--- config.mk ---
export PLATFORM = sky130hd
export DESIGN_NAME = texture_mip_chain_sizer_unit
export DESIGN_NICKNAME = d
export VERILOG_FILES = /design/src/rtl/tmcs_pkg.sv /design/src/rtl/tmcs_dp.sv /design/src/rtl/tmcs_ctrl.sv /design/src/rtl/texture_mip_chain_sizer_unit.sv
export SDC_FILE = /design/constraint.sdc
export NUM_CORES = 2
export LEC_CHECK = 0
export BUFFER_PORTS_ARGS = -buffer_cell sky130_fd_sc_hd__buf_2
export CORE_MARGIN = 2
export CORE_UTILIZATION = 50
export CTS_CLUSTER_SIZE = 14
export DETAILED_ROUTE_END_ITERATION = 16
export HOLD_SLACK_MARGIN = 0.15
export MAX_ROUTING_LAYER = met4
export PLACE_DENSITY = 0.7
export SLEW_MARGIN = 10
export SYNTH_ARGS = -nofsm -noshare
export SYNTH_HDL_FRONTEND = slang
export SYNTH_SLANG_ARGS = --single-unit
export TNS_END_PERCENT = 100
--- constraint.sdc ---
create_clock -name clk -period 12.6 [get_ports clk]
set_input_delay 0.63 -clock clk [delete_from_list [all_inputs] [get_ports clk]]
set_output_delay 0.63 -clock clk [all_outputs]
set_load 0.01 [all_outputs]
--- src/rtl/tmcs_pkg.sv ---
package tmcs_pkg;

  localparam int unsigned MIP_W     = 6;
  localparam int unsigned MIP_LIMIT = 32;

  localparam logic [7:0] FMT_UNKNOWN             = 8'd0;
  localparam logic [7:0] FMT_R32G32B32A32_FLOAT  = 8'd2;
  localparam logic [7:0] FMT_R16G16B16A16_FLOAT  = 8'd10;
  localparam logic [7:0] FMT_R16G16B16A16_UNORM  = 8'd11;
  localparam logic [7:0] FMT_R8G8B8A8_UNORM      = 8'd28;
  localparam logic [7:0] FMT_R8G8B8A8_UNORM_SRGB = 8'd29;
  localparam logic [7:0] FMT_R8G8_UNORM          = 8'd49;
  localparam logic [7:0] FMT_R16_FLOAT           = 8'd54;
  localparam logic [7:0] FMT_R8_UNORM            = 8'd61;
  localparam logic [7:0] FMT_A8_UNORM            = 8'd65;
  localparam logic [7:0] FMT_BC_FIRST            = 8'd71;
  localparam logic [7:0] FMT_BC1_UNORM           = 8'd71;
  localparam logic [7:0] FMT_BC1_UNORM_SRGB      = 8'd72;
  localparam logic [7:0] FMT_BC4_UNORM           = 8'd80;
  localparam logic [7:0] FMT_BC_LAST             = 8'd99;

  localparam logic [2:0] SHIFT_1B  = 3'd0;
  localparam logic [2:0] SHIFT_2B  = 3'd1;
  localparam logic [2:0] SHIFT_4B  = 3'd2;
  localparam logic [2:0] SHIFT_8B  = 3'd3;
  localparam logic [2:0] SHIFT_16B = 3'd4;

  typedef enum logic [1:0] {
    ST_OK,
    ST_ZERO_EXTENT,
    ST_MIP_LIMIT,
    ST_BAD_FORMAT
  } status_t;

  typedef enum logic [2:0] {
    MUL_NONE,
    MUL_EXT,
    MUL_MD_LO,
    MUL_MD_HI,
    MUL_SL_LO,
    MUL_SL_HI
  } mul_op_t;

  typedef enum logic [1:0] {
    ACC_HOLD,
    ACC_ADD_LO,
    ACC_ADD_HI,
    ACC_LOAD
  } acc_op_t;

  typedef enum logic [1:0] {
    RES_ERR,
    RES_MATCH,
    RES_MISS
  } res_kind_t;

  typedef enum logic [3:0] {
    S_IDLE,
    S_CHECK,
    S_EV_INIT,
    S_LVL_A,
    S_LVL_B,
    S_LVL_C,
    S_LVL_END,
    S_SL_A,
    S_SL_B,
    S_SL_C,
    S_EV_DONE
  } state_t;

  typedef struct packed {
    logic      load;
    mul_op_t   mul_op;
    acc_op_t   acc_op;
    logic      ev_init;
    logic      lvl_adv;
    logic      ev_done;
    logic      step;
    logic      res_wr;
    res_kind_t res_kind;
  } dp_cmd_t;

  typedef struct packed {
    logic err;
    logic lvl_any;
    logic lvl_more;
    logic size_eq;
    logic can_step;
  } dp_sts_t;

  function automatic logic is_bc(logic [7:0] fmt);
    return (fmt >= FMT_BC_FIRST) && (fmt <= FMT_BC_LAST);
  endfunction

  function automatic logic [2:0] byte_shift(logic [7:0] fmt);
    logic [2:0] sh;
    if (is_bc(fmt)) begin
      if (fmt == FMT_BC1_UNORM || fmt == FMT_BC1_UNORM_SRGB || fmt == FMT_BC4_UNORM) begin
        sh = SHIFT_8B;
      end else begin
        sh = SHIFT_16B;
      end
    end else begin
      unique case (fmt)
        FMT_R32G32B32A32_FLOAT: sh = SHIFT_16B;
        FMT_R16G16B16A16_FLOAT,
        FMT_R16G16B16A16_UNORM: sh = SHIFT_8B;
        FMT_R8G8_UNORM,
        FMT_R16_FLOAT:          sh = SHIFT_2B;
        FMT_R8_UNORM,
        FMT_A8_UNORM:           sh = SHIFT_1B;
        default:                sh = SHIFT_4B;
      endcase
    end
    return sh;
  endfunction

endpackage

--- src/rtl/tmcs_dp.sv ---
module tmcs_dp #(
  parameter int MAX_LEVELS  = 32,
  parameter int MAX_RESCALE = 4
) (
  input  logic                      clk,
  input  tmcs_pkg::dp_cmd_t         cmd,
  output tmcs_pkg::dp_sts_t         sts,
  input  logic [7:0]                in_format_code,
  input  logic [31:0]               in_width,
  input  logic [31:0]               in_height,
  input  logic [31:0]               in_depth,
  input  logic [31:0]               in_mip_count,
  input  logic [31:0]               in_slice_count,
  input  logic [63:0]               in_payload_bytes,
  output logic [1:0]                out_status,
  output logic [63:0]               out_declared_bytes,
  output logic [31:0]               out_final_width,
  output logic [31:0]               out_final_height,
  output logic [tmcs_pkg::MIP_W-1:0] out_final_mip_count,
  output logic                      out_rescaled,
  output logic                      out_mismatch
);

  localparam int CNT_W = $clog2(MAX_LEVELS + 1);
  localparam int RS_W  = $clog2(MAX_RESCALE + 1);
  localparam int CMP_W = (CNT_W > tmcs_pkg::MIP_W) ? CNT_W : tmcs_pkg::MIP_W;

  logic                       bc_r;
  logic [2:0]                 bshift_r;
  logic [31:0]                w_r, h_r, d_r, sl_r;
  logic [tmcs_pkg::MIP_W-1:0] mips_r;
  logic [63:0]                pay_r;
  tmcs_pkg::status_t          err_r;

  logic [31:0]                cur_w_r, cur_h_r;
  logic [tmcs_pkg::MIP_W-1:0] cur_mips_r;
  logic [RS_W-1:0]            rs_r;

  logic [31:0]                lvl_w_r, lvl_h_r, lvl_d_r;
  logic [CNT_W-1:0]           lvl_cnt_r;

  logic [63:0]                mul_r, lv_r, sum_r, decl_r;

  tmcs_pkg::status_t          err_nxt;
  logic [31:0]                mw, mh, md, bw, bh, op_a, op_b;
  logic [63:0]                lv_nxt, decl_val, sum_nxt;
  logic [CMP_W-1:0]           lim;

  always_comb begin
    if (in_width == 32'd0 || in_height == 32'd0) begin
      err_nxt = tmcs_pkg::ST_ZERO_EXTENT;
    end else if (in_mip_count > 32'(tmcs_pkg::MIP_LIMIT)) begin
      err_nxt = tmcs_pkg::ST_MIP_LIMIT;
    end else if (in_format_code == tmcs_pkg::FMT_UNKNOWN) begin
      err_nxt = tmcs_pkg::ST_BAD_FORMAT;
    end else begin
      err_nxt = tmcs_pkg::ST_OK;
    end
  end

  assign mw     = (lvl_w_r == 32'd0) ? 32'd1 : lvl_w_r;
  assign mh     = (lvl_h_r == 32'd0) ? 32'd1 : lvl_h_r;
  assign md     = (lvl_d_r == 32'd0) ? 32'd1 : lvl_d_r;
  assign bw     = {2'b00, mw[31:2]} + 32'(|mw[1:0]);
  assign bh     = {2'b00, mh[31:2]} + 32'(|mh[1:0]);
  assign lv_nxt = mul_r << bshift_r;

  always_comb begin
    op_a = 32'd0;
    op_b = 32'd0;
    unique case (cmd.mul_op)
      tmcs_pkg::MUL_NONE: begin
        op_a = 32'd0;
        op_b = 32'd0;
      end
      tmcs_pkg::MUL_EXT: begin
        op_a = bc_r ? bw : mw;
        op_b = bc_r ? bh : mh;
      end
      tmcs_pkg::MUL_MD_LO: begin
        op_a = lv_nxt[31:0];
        op_b = md;
      end
      tmcs_pkg::MUL_MD_HI: begin
        op_a = lv_r[63:32];
        op_b = md;
      end
      tmcs_pkg::MUL_SL_LO: begin
        op_a = sum_r[31:0];
        op_b = sl_r;
      end
      tmcs_pkg::MUL_SL_HI: begin
        op_a = sum_r[63:32];
        op_b = sl_r;
      end
      default: begin
        op_a = 32'd0;
        op_b = 32'd0;
      end
    endcase
  end

  always_comb begin
    unique case (cmd.acc_op)
      tmcs_pkg::ACC_HOLD:   sum_nxt = sum_r;
      tmcs_pkg::ACC_ADD_LO: sum_nxt = sum_r + mul_r;
      tmcs_pkg::ACC_ADD_HI: sum_nxt = sum_r + {mul_r[31:0], 32'd0};
      tmcs_pkg::ACC_LOAD:   sum_nxt = mul_r;
      default:              sum_nxt = sum_r;
    endcase
  end

  assign lim = (CMP_W'(cur_mips_r) < CMP_W'(MAX_LEVELS)) ? CMP_W'(cur_mips_r)
                                                          : CMP_W'(MAX_LEVELS);
  assign decl_val = (rs_r == '0) ? sum_r : decl_r;

  assign sts.err      = (err_r != tmcs_pkg::ST_OK);
  assign sts.lvl_any  = (lim != '0);
  assign sts.lvl_more = ((CMP_W'(lvl_cnt_r) + CMP_W'(1)) < lim);
  assign sts.size_eq  = (sum_r == pay_r);
  assign sts.can_step = (rs_r < RS_W'(MAX_RESCALE)) && !cur_w_r[31] && !cur_h_r[31];

  always_ff @(posedge clk) begin
    if (cmd.load) begin
      bc_r     <= tmcs_pkg::is_bc(in_format_code);
      bshift_r <= tmcs_pkg::byte_shift(in_format_code);
      w_r      <= in_width;
      h_r      <= in_height;
      d_r      <= in_depth;
      sl_r     <= (in_slice_count == 32'd0) ? 32'd1 : in_slice_count;
      mips_r   <= in_mip_count[tmcs_pkg::MIP_W-1:0];
      pay_r    <= in_payload_bytes;
      err_r    <= err_nxt;
      cur_w_r    <= in_width;
      cur_h_r    <= in_height;
      cur_mips_r <= in_mip_count[tmcs_pkg::MIP_W-1:0];
      rs_r       <= '0;
    end else if (cmd.step) begin
      cur_w_r    <= {cur_w_r[30:0], 1'b0};
      cur_h_r    <= {cur_h_r[30:0], 1'b0};
      cur_mips_r <= cur_mips_r + tmcs_pkg::MIP_W'(1);
      rs_r       <= rs_r + RS_W'(1);
    end

    if (cmd.ev_init) begin
      lvl_w_r   <= cur_w_r;
      lvl_h_r   <= cur_h_r;
      lvl_d_r   <= d_r;
      lvl_cnt_r <= '0;
    end else if (cmd.lvl_adv) begin
      lvl_w_r   <= {1'b0, lvl_w_r[31:1]};
      lvl_h_r   <= {1'b0, lvl_h_r[31:1]};
      lvl_d_r   <= {1'b0, lvl_d_r[31:1]};
      lvl_cnt_r <= lvl_cnt_r + CNT_W'(1);
    end

    if (cmd.ev_init) begin
      mul_r <= 64'd0;
      sum_r <= 64'd0;
    end else begin
      if (cmd.mul_op != tmcs_pkg::MUL_NONE) begin
        mul_r <= {32'd0, op_a} * {32'd0, op_b};
      end
      sum_r <= sum_nxt;
    end

    if (cmd.mul_op == tmcs_pkg::MUL_MD_LO) begin
      lv_r <= lv_nxt;
    end

    if (cmd.ev_done && rs_r == '0) begin
      decl_r <= sum_r;
    end

    if (cmd.res_wr) begin
      unique case (cmd.res_kind)
        tmcs_pkg::RES_ERR: begin
          out_status          <= err_r;
          out_declared_bytes  <= 64'd0;
          out_final_width     <= 32'd0;
          out_final_height    <= 32'd0;
          out_final_mip_count <= '0;
          out_rescaled        <= 1'b0;
          out_mismatch        <= 1'b0;
        end
        tmcs_pkg::RES_MATCH: begin
          out_status          <= tmcs_pkg::ST_OK;
          out_declared_bytes  <= decl_val;
          out_final_width     <= cur_w_r;
          out_final_height    <= cur_h_r;
          out_final_mip_count <= cur_mips_r;
          out_rescaled        <= (rs_r != '0);
          out_mismatch        <= 1'b0;
        end
        default: begin
          out_status          <= tmcs_pkg::ST_OK;
          out_declared_bytes  <= decl_val;
          out_final_width     <= w_r;
          out_final_height    <= h_r;
          out_final_mip_count <= mips_r;
          out_rescaled        <= 1'b0;
          out_mismatch        <= 1'b1;
        end
      endcase
    end
  end

endmodule

--- src/rtl/tmcs_ctrl.sv ---
module tmcs_ctrl (
  input  logic              clk,
  input  logic              rst_n,
  input  logic              in_valid,
  output logic              in_ready,
  output logic              out_valid,
  input  logic              out_ready,
  input  tmcs_pkg::dp_sts_t sts,
  output tmcs_pkg::dp_cmd_t cmd
);

  tmcs_pkg::state_t state_r, state_nxt;
  logic             out_valid_r, out_valid_nxt;
  logic             out_free;

  assign out_free  = !out_valid_r || out_ready;
  assign out_valid = out_valid_r;

  always_ff @(posedge clk) begin
    if (!rst_n) begin
      state_r     <= tmcs_pkg::S_IDLE;
      out_valid_r <= 1'b0;
    end else begin
      state_r     <= state_nxt;
      out_valid_r <= out_valid_nxt;
    end
  end

  always_comb begin
    state_nxt    = state_r;
    in_ready     = 1'b0;
    cmd          = '0;
    cmd.mul_op   = tmcs_pkg::MUL_NONE;
    cmd.acc_op   = tmcs_pkg::ACC_HOLD;
    cmd.res_kind = tmcs_pkg::RES_ERR;

    unique case (state_r)
      tmcs_pkg::S_IDLE: begin
        in_ready = 1'b1;
        if (in_valid) begin
          cmd.load  = 1'b1;
          state_nxt = tmcs_pkg::S_CHECK;
        end
      end
      tmcs_pkg::S_CHECK: begin
        if (!sts.err) begin
          state_nxt = tmcs_pkg::S_EV_INIT;
        end else if (out_free) begin
          cmd.res_wr   = 1'b1;
          cmd.res_kind = tmcs_pkg::RES_ERR;
          state_nxt    = tmcs_pkg::S_IDLE;
        end
      end
      tmcs_pkg::S_EV_INIT: begin
        cmd.ev_init = 1'b1;
        state_nxt   = sts.lvl_any ? tmcs_pkg::S_LVL_A : tmcs_pkg::S_LVL_END;
      end
      tmcs_pkg::S_LVL_A: begin
        cmd.mul_op = tmcs_pkg::MUL_EXT;
        cmd.acc_op = tmcs_pkg::ACC_ADD_HI;
        state_nxt  = tmcs_pkg::S_LVL_B;
      end
      tmcs_pkg::S_LVL_B: begin
        cmd.mul_op = tmcs_pkg::MUL_MD_LO;
        state_nxt  = tmcs_pkg::S_LVL_C;
      end
      tmcs_pkg::S_LVL_C: begin
        cmd.mul_op  = tmcs_pkg::MUL_MD_HI;
        cmd.acc_op  = tmcs_pkg::ACC_ADD_LO;
        cmd.lvl_adv = 1'b1;
        state_nxt   = sts.lvl_more ? tmcs_pkg::S_LVL_A : tmcs_pkg::S_LVL_END;
      end
      tmcs_pkg::S_LVL_END: begin
        cmd.acc_op = tmcs_pkg::ACC_ADD_HI;
        state_nxt  = tmcs_pkg::S_SL_A;
      end
      tmcs_pkg::S_SL_A: begin
        cmd.mul_op = tmcs_pkg::MUL_SL_LO;
        state_nxt  = tmcs_pkg::S_SL_B;
      end
      tmcs_pkg::S_SL_B: begin
        cmd.mul_op = tmcs_pkg::MUL_SL_HI;
        cmd.acc_op = tmcs_pkg::ACC_LOAD;
        state_nxt  = tmcs_pkg::S_SL_C;
      end
      tmcs_pkg::S_SL_C: begin
        cmd.acc_op = tmcs_pkg::ACC_ADD_HI;
        state_nxt  = tmcs_pkg::S_EV_DONE;
      end
      tmcs_pkg::S_EV_DONE: begin
        cmd.ev_done = 1'b1;
        if (sts.size_eq) begin
          if (out_free) begin
            cmd.res_wr   = 1'b1;
            cmd.res_kind = tmcs_pkg::RES_MATCH;
            state_nxt    = tmcs_pkg::S_IDLE;
          end
        end else if (sts.can_step) begin
          cmd.step  = 1'b1;
          state_nxt = tmcs_pkg::S_EV_INIT;
        end else if (out_free) begin
          cmd.res_wr   = 1'b1;
          cmd.res_kind = tmcs_pkg::RES_MISS;
          state_nxt    = tmcs_pkg::S_IDLE;
        end
      end
      default: begin
        state_nxt = tmcs_pkg::S_IDLE;
      end
    endcase

    if (cmd.res_wr) begin
      out_valid_nxt = 1'b1;
    end else if (out_ready) begin
      out_valid_nxt = 1'b0;
    end else begin
      out_valid_nxt = out_valid_r;
    end
  end

endmodule

--- src/rtl/texture_mip_chain_sizer_unit.sv ---
// Texture mip chain sizer.
// Input channel (in_valid/in_ready): one texture descriptor per transaction,
// format code, extents, mip and slice counts, and the real payload size.
// Output channel (out_valid/out_ready): one result per descriptor: status,
// declared chain size, final extents and mip count, rescaled and mismatch.
// One descriptor is worked on at a time; in_ready is high while the unit is
// free. A descriptor with a header error skips the size evaluation.
// Otherwise each size evaluation sums L levels (at most MAX_LEVELS), with
// all products passing through one shared 32x32 multiplier, three products
// per level plus two for the slice count.
// The declared size is one evaluation; each rescale attempt adds one more,
// up to MAX_RESCALE attempts, plus the capture and the header check.
// The result sits in an output register, so a new descriptor is taken while
// the previous result waits. If the receiver stalls and a second result is
// ready, the unit holds it and stops taking input until the first is taken.
// Reset (rst_n low, synchronous) returns the unit to idle and drops any
// pending result.
module texture_mip_chain_sizer_unit #(
  parameter int MAX_LEVELS  = 32,
  parameter int MAX_RESCALE = 4
) (
  input  logic                       clk,
  input  logic                       rst_n,
  input  logic                       in_valid,
  output logic                       in_ready,
  input  logic [7:0]                 in_format_code,
  input  logic [31:0]                in_width,
  input  logic [31:0]                in_height,
  input  logic [31:0]                in_depth,
  input  logic [31:0]                in_mip_count,
  input  logic [31:0]                in_slice_count,
  input  logic [63:0]                in_payload_bytes,
  output logic                       out_valid,
  input  logic                       out_ready,
  output logic [1:0]                 out_status,
  output logic [63:0]                out_declared_bytes,
  output logic [31:0]                out_final_width,
  output logic [31:0]                out_final_height,
  output logic [tmcs_pkg::MIP_W-1:0] out_final_mip_count,
  output logic                       out_rescaled,
  output logic                       out_mismatch
);

  tmcs_pkg::dp_cmd_t cmd;
  tmcs_pkg::dp_sts_t sts;

  tmcs_ctrl u_ctrl (
    .clk       (clk),
    .rst_n     (rst_n),
    .in_valid  (in_valid),
    .in_ready  (in_ready),
    .out_valid (out_valid),
    .out_ready (out_ready),
    .sts       (sts),
    .cmd       (cmd)
  );

  tmcs_dp #(
    .MAX_LEVELS  (MAX_LEVELS),
    .MAX_RESCALE (MAX_RESCALE)
  ) u_dp (
    .clk                 (clk),
    .cmd                 (cmd),
    .sts                 (sts),
    .in_format_code      (in_format_code),
    .in_width            (in_width),
    .in_height           (in_height),
    .in_depth            (in_depth),
    .in_mip_count        (in_mip_count),
    .in_slice_count      (in_slice_count),
    .in_payload_bytes    (in_payload_bytes),
    .out_status          (out_status),
    .out_declared_bytes  (out_declared_bytes),
    .out_final_width     (out_final_width),
    .out_final_height    (out_final_height),
    .out_final_mip_count (out_final_mip_count),
    .out_rescaled        (out_rescaled),
    .out_mismatch        (out_mismatch)
  );

endmodule

## After elaboration in Yosys (flattened, before gate mapping)

Cells that the tools add are included.
Widths: inputs -> output; s select.

| storage, ports and cells | value |
|---|---|
| bits in latches | 0 |
| bits in writable memories | 0 |
| memories kept | 0 |
| bits of input ports | 236 |
| bits in registers | 778 |
| ROM bits | 0 |
| output and inout port bits | 140 |

| operators by class | value |
|---|---|
| bitwise operators | 0 |
| divide/modulo/power cells | 0 |
| multipliers | 1 |
| multiplexer cells | 58 |
| shift-type cells | 1 |
| equality and inequality tests | 31 |
| $lt $le $gt $ge | 6 |
| reductions and logical operators | 38 |
| $add $sub $neg | 7 |

Operators by type and width:

| operator | number |
|---|---|
| $mux 32 | 15 |
| $logic_not 32->1 | 6 |
| $pmux 64 s3 | 1 |
| $pmux 32 s5 | 1 |
| $add 64x64->64 | 2 |
| $pmux 32 s2 | 2 |
| $pmux 32 s3 | 1 |
| $eq 64x64->1 | 1 |
| $mul 32x32->64 | 1 |
| $mux 64 | 1 |
| $shl 64x3->64 | 1 |
| $add 30x1->31 | 2 |
| $pmux 4 s11 | 1 |
| $eq 8x7->1 const B | 4 |
| $gt 32x6->1 const B | 1 |
| $mux 3 | 10 |
| $eq 8x6->1 const B | 3 |
| $mux 4 | 5 |
| $mux 6 | 3 |
| $eq 4x3->1 const B | 4 |
| $eq 8x4->1 const B | 2 |
| $reduce_or 2->1 | 8 |
| $pmux 3 s5 | 1 |
| $add 6x1->6 const B | 2 |
| other kinds (33) | 64 |

## Longest topological paths before layout

| depth | value |
|---|---|
| word-level depth | 9 |
| mapped depth | 47 |
| depth with buffers taken out | 43 |

## By module

Synthesis repeated with hierarchy kept, for this count alone.

| second synthesis, totals | value |
|---|---|
| cell total of the unflattened synthesis | 7581 |
| area total of the unflattened synthesis | 73121.4 um2 |

Modules (own cells, without submodules):

| module | instances | cells each | area an instance (um2) |
|---|---|---|---|
| tmcs_dp | 1 | 7512 | 72615.9 |
| tmcs_ctrl | 1 | 69 | 505.5 |

## Worst setup path before layout

Ideal clock, no wire load.

| timing | value |
|---|---|
| path type | register -> register |
| start | reg u_ctrl.state_r[2] |
| end | reg u_dp.out_declared_bytes[0], enable pin |
| arrival time | 11.058 ns |
| clock period less this slack | 11.897 ns |
| cell stages (with the launch flop) | 5 |
| setup slack | 0.703 ns |
| path buffers | 1 |
| path through | dfxtp_1 clkbuf_1 nor2_1 o21ai_0 o31ai_1 |

RTL lines:

| what | line | RTL |
|---|---|---|
| start, declared | tmcs_ctrl.sv:12 | `tmcs_pkg::state_t state_r, state_nxt;` |
| start signal, assigned | tmcs_ctrl.sv:21 | `state_r <= tmcs_pkg::S_IDLE;` |
| start signal, assigned | tmcs_ctrl.sv:24 | `state_r <= state_nxt;` |
| end signal, assigned | tmcs_dp.sv:188 | `out_declared_bytes <= decl_val;` |
| end signal, assigned | tmcs_dp.sv:197 | `out_declared_bytes <= decl_val;` |
| end, declared | tmcs_dp.sv:16 | `output logic [63:0] out_declared_bytes,` |

## Worst setup path in the final report

| timing | value |
|---|---|
| start | reg u_dp.lvl_w_r[10] |
| end | reg u_dp.mul_r[60] |

| between the ends | value |
|---|---|
| word-level cells in the longest chain between the ends | 7 |

Ends and longest elaborated chain:

| what | line | RTL |
|---|---|---|
| start, declared | tmcs_dp.sv:39 | `logic [31:0] lvl_w_r, lvl_h_r, lvl_d_r;` |
| start signal, assigned | tmcs_dp.sv:146 | `lvl_w_r <= cur_w_r;` |
| start signal, assigned | tmcs_dp.sv:151 | `lvl_w_r <= {1'b0, lvl_w_r[31:1]};` |
| $logic_not 32->1 | tmcs_dp.sv:61 | `assign mw = (lvl_w_r == 32'd0) ? 32'd1 : lvl_w_r;` |
| $mux 32 (*) | tmcs_dp.sv:61 |  |
| $reduce_or 2->1 | tmcs_dp.sv:64 | `assign bw = {2'b00, mw[31:2]} + 32'(\|mw[1:0]);` |
| $add 30x1->31 | tmcs_dp.sv:64 |  |
| $mux 32 (*) | tmcs_dp.sv:77 | `op_a = bc_r ? bw : mw;` |
| $pmux 32 s5 (*) | tmcs_dp.sv:71 | `unique case (cmd.mul_op)` |
| $mul 32x32->64 (*) | tmcs_dp.sv:162 | `mul_r <= {32'd0, op_a} * {32'd0, op_b};` |
| end signal, assigned | tmcs_dp.sv:162 |  |
| end, declared | tmcs_dp.sv:42 | `logic [63:0] mul_r, lv_r, sum_r, decl_r;` |

Mark *: on every way between the ends. The rest lies on a longest branch, timed or not.
A chain may end at the register's enable or synchronous reset.

==> metrics.cfg <==
[setup_path]
cp_common_cell = fa_1
cp_max_fo = 14
startpoint_type = register
cp_num_buf_inv = 4
slowest_stage = nand4b_1
worstSetupPathType = reg -> reg
max_stage_delay_ps = 1140
cp.required_ps = 13180
r2r_slack_ps = 600
path_delay_family = simple AND/OR/NAND/NOR gates
crit_arrival_ps = 12580
cp-end-kind = register

[drt]
dr.pass1.iters = 10
drc = 0
drt_iter0_drc = 6524
postRouteAntennaNets = 0
wl_per_cell_um = 25.9
vias = 60700
routed_wl_um = 261000
viasPerCell = 6.03

[pwr]
power_frac_seq_pct = 48.7
power.leakage_nw = 36.1
switching_share_pct = 25.5
power.net_switching_mw = 1.52
vdd_ir_drop_max_uv = 117
pwr-share-clk_pct = 42.9
comb_power_share_pct = 8.4
p_int_mw = 4.44
power_density_nw_per_um2 = 73.6

[synthesis]
synth_fp_nets = 9234
synth-main-ff-cell = edfxtp_1
ys_seq_area_share_pct = 29.0
synth_cell_type_count = 105
yosysWarnings = 0
synth_top_family_by_area = adder cells
ys_ff_latch = 746
syn_area_um2 = 72400
syn_area_per_cell_um2 = 9.36
synth-edff-count = 604
synth_xor_area_share_pct = 2.87
synth-compound-area-share_pct = 11.6
synthSimpleGateAreaFrac_pct = 15.1
synthAdderAreaFrac_pct = 31.2
syn_inst = 7730
synthArstFlopShare_pct = 0
yosys-mux-area-fraction_pct = 2.14

[timing]
fin_ws_ps = 595
maxSlewHeadroom_pct = 11.7
rsz0062_at_grt = false
holdWs_ps = 168
skew_ps = 53.2
drv_slew = 0
worst_pin_slew_ps = 1320
period_share_pct = 95.3
clock.fmax_mhz = 83.3
setup_violations = 0
final-hold-violation-count = 0
setup_tns_ps = 0
fin_crit_ps = 12000

[cts]
clk_pin_slew_ps = 60
clock-root-buffer = clkbuf_16
h-tree-depth = 3
tritoncts = built
cts.sinks = 746
clockBufferDepth = 3
cts_inserted_buffers = 81
clk_latency_ps = 740
ctsResizeCount = 0

[grt]
grt_pass1_vias = 60800
grt_use_total_pct = 36.3
antenna_found_initial = 8
grt_max_degree = 156
grt_pass1_wl_um = 384000
overflow = 0

[placement]
hpwl_um = 195000
port_buffers = 375
gp_congestion = 1.04
place_ws_ps = 840

[cells_and_area]
areaGrowthSynthToFinish_pct = 11.9
fill_cells = 12700
mostFrequentLayoutCell = nand2_1
nets = 9583
final_cell_mix = nand2_1 (1440), inv_1 (1005), fa_1 (898), nor2_1 (634), edfxtp_1 (604)
layout-drive-gt1-share_pct = 10.2

[floorplan]
pin_count = 376
row_count = 139
die_y_um = 384
die_w_um = 384
initial_core_util_pct = 50.4
core-area_um2 = 144000
die-area_um2 = 148000

[job]
drv_cap = 0

[hold_path]
hp-class = in -> reg

[outcome]
outcome = complete, no violations

## layout make-up
cell class              count  area, µm²  area share (%)
clock buffers             106       2230            2.76
well taps                1903       2380            2.94
inverters                1009       3800            4.69
repair buffers            747       5160            6.37
clock inverters            43        561           0.692
diodes                      8       20.0          0.0247
multi-input cells        5494      45900            56.6
flip-flops and latches    746      21000            25.9
## what timing repair did
action,in CTS,in global routing
hold buffers,185,0
setup buffers,0,0
endpoints found under the hold margin,185,0
## per-layer routing
layer	GRT usage, %	part of all wire (%)	up-vias
met3	8.76	11	777
met4	18.6	6.1	0
met2	55.1	46	3442
li1	-	-	26200
met5	-	0	-
met1	45.1	37	30300
## registers in the layout, indices dropped and copies added, names as in the netlist, 32 cells and up
signal	flops
u_dp.cur_h_r	32
u_dp.cur_w_r	32
u_dp.d_r	32
u_dp.decl_r	64
u_dp.h_r	32
u_dp.lv_r	32
u_dp.lvl_d_r	32
u_dp.lvl_h_r	32
u_dp.lvl_w_r	32
u_dp.mul_r	64
u_dp.out_declared_bytes	64
u_dp.out_final_height	32
u_dp.out_final_width	32
u_dp.pay_r	64
u_dp.sl_r	32
u_dp.sum_r	64
u_dp.w_r	32
## power groups by stage
stage	clock network, mW	logic (mW)	registers [mW]
floorplan	0	0.264	2.93
global placement	0	0.435	2.95
detailed placement	0	0.441	2.95
CTS	2.57	0.488	2.90
global route	2.66	0.539	2.91
finish	2.56	0.500	2.90
## cells by family after synthesis
family          Yosys count
simple gates           2591
buf+inv                1490
compound gates         1272
fa+ha+maj              1268
flops                   746
xor+xnor                236
mux                     127
## synthesized netlist by cell type, drive strengths merged, types with 37 or more instances
library cell	number	area share (%)
xnor2	110	1.3
clkbuf	382	2.1
mux2i	69	0.95
o21ai	245	1.7
mux2	40	0.62
buf	97	0.67
nor4	82	0.74
nand3	83	0.57
a22o	85	1.0
nand2b	40	0.35
inv	1009	5.2
dfxtp	142	3.9
a21oi	388	2.7
nor3	43	0.30
a211oi	46	0.49
a21o	113	1.2
and2	73	0.63
nand2	1445	7.5
xor2	126	1.5
fa	898	25
ha	370	6.4
nand4	61	0.54
nor2	641	3.3
and3	46	0.40
a22oi	59	0.61
o21bai	37	0.38
edfxtp	604	25
## final timing paths
check                                        from        endpoint  depth (start not counted)
worst max register to register   u_dp.lvl_w_r[10]  u_dp.mul_r[60]                         37
worst min register to register       u_dp.rs_r[1]    u_dp.rs_r[1]                          2
worst min-delay path            in_slice_count[6]    u_dp.sl_r[6]                          1
worst max-delay path             u_dp.lvl_w_r[10]  u_dp.mul_r[60]                         37
## metrics by stage
step           instances  area, µm²  utilization [%]  power [mW]
5_1_grt            10100      81000             56.4        6.11
3_5_place_dp        9714      76300             53.1        3.39
6_report           10100      81000             56.4        5.96
4_1_cts            10000      81000             56.4        5.96
3_3_place_gp        9713      76300             53.1        3.38
2_1_floorplan       7730      72400                -        3.20
(Power assumes the default switching activity.)
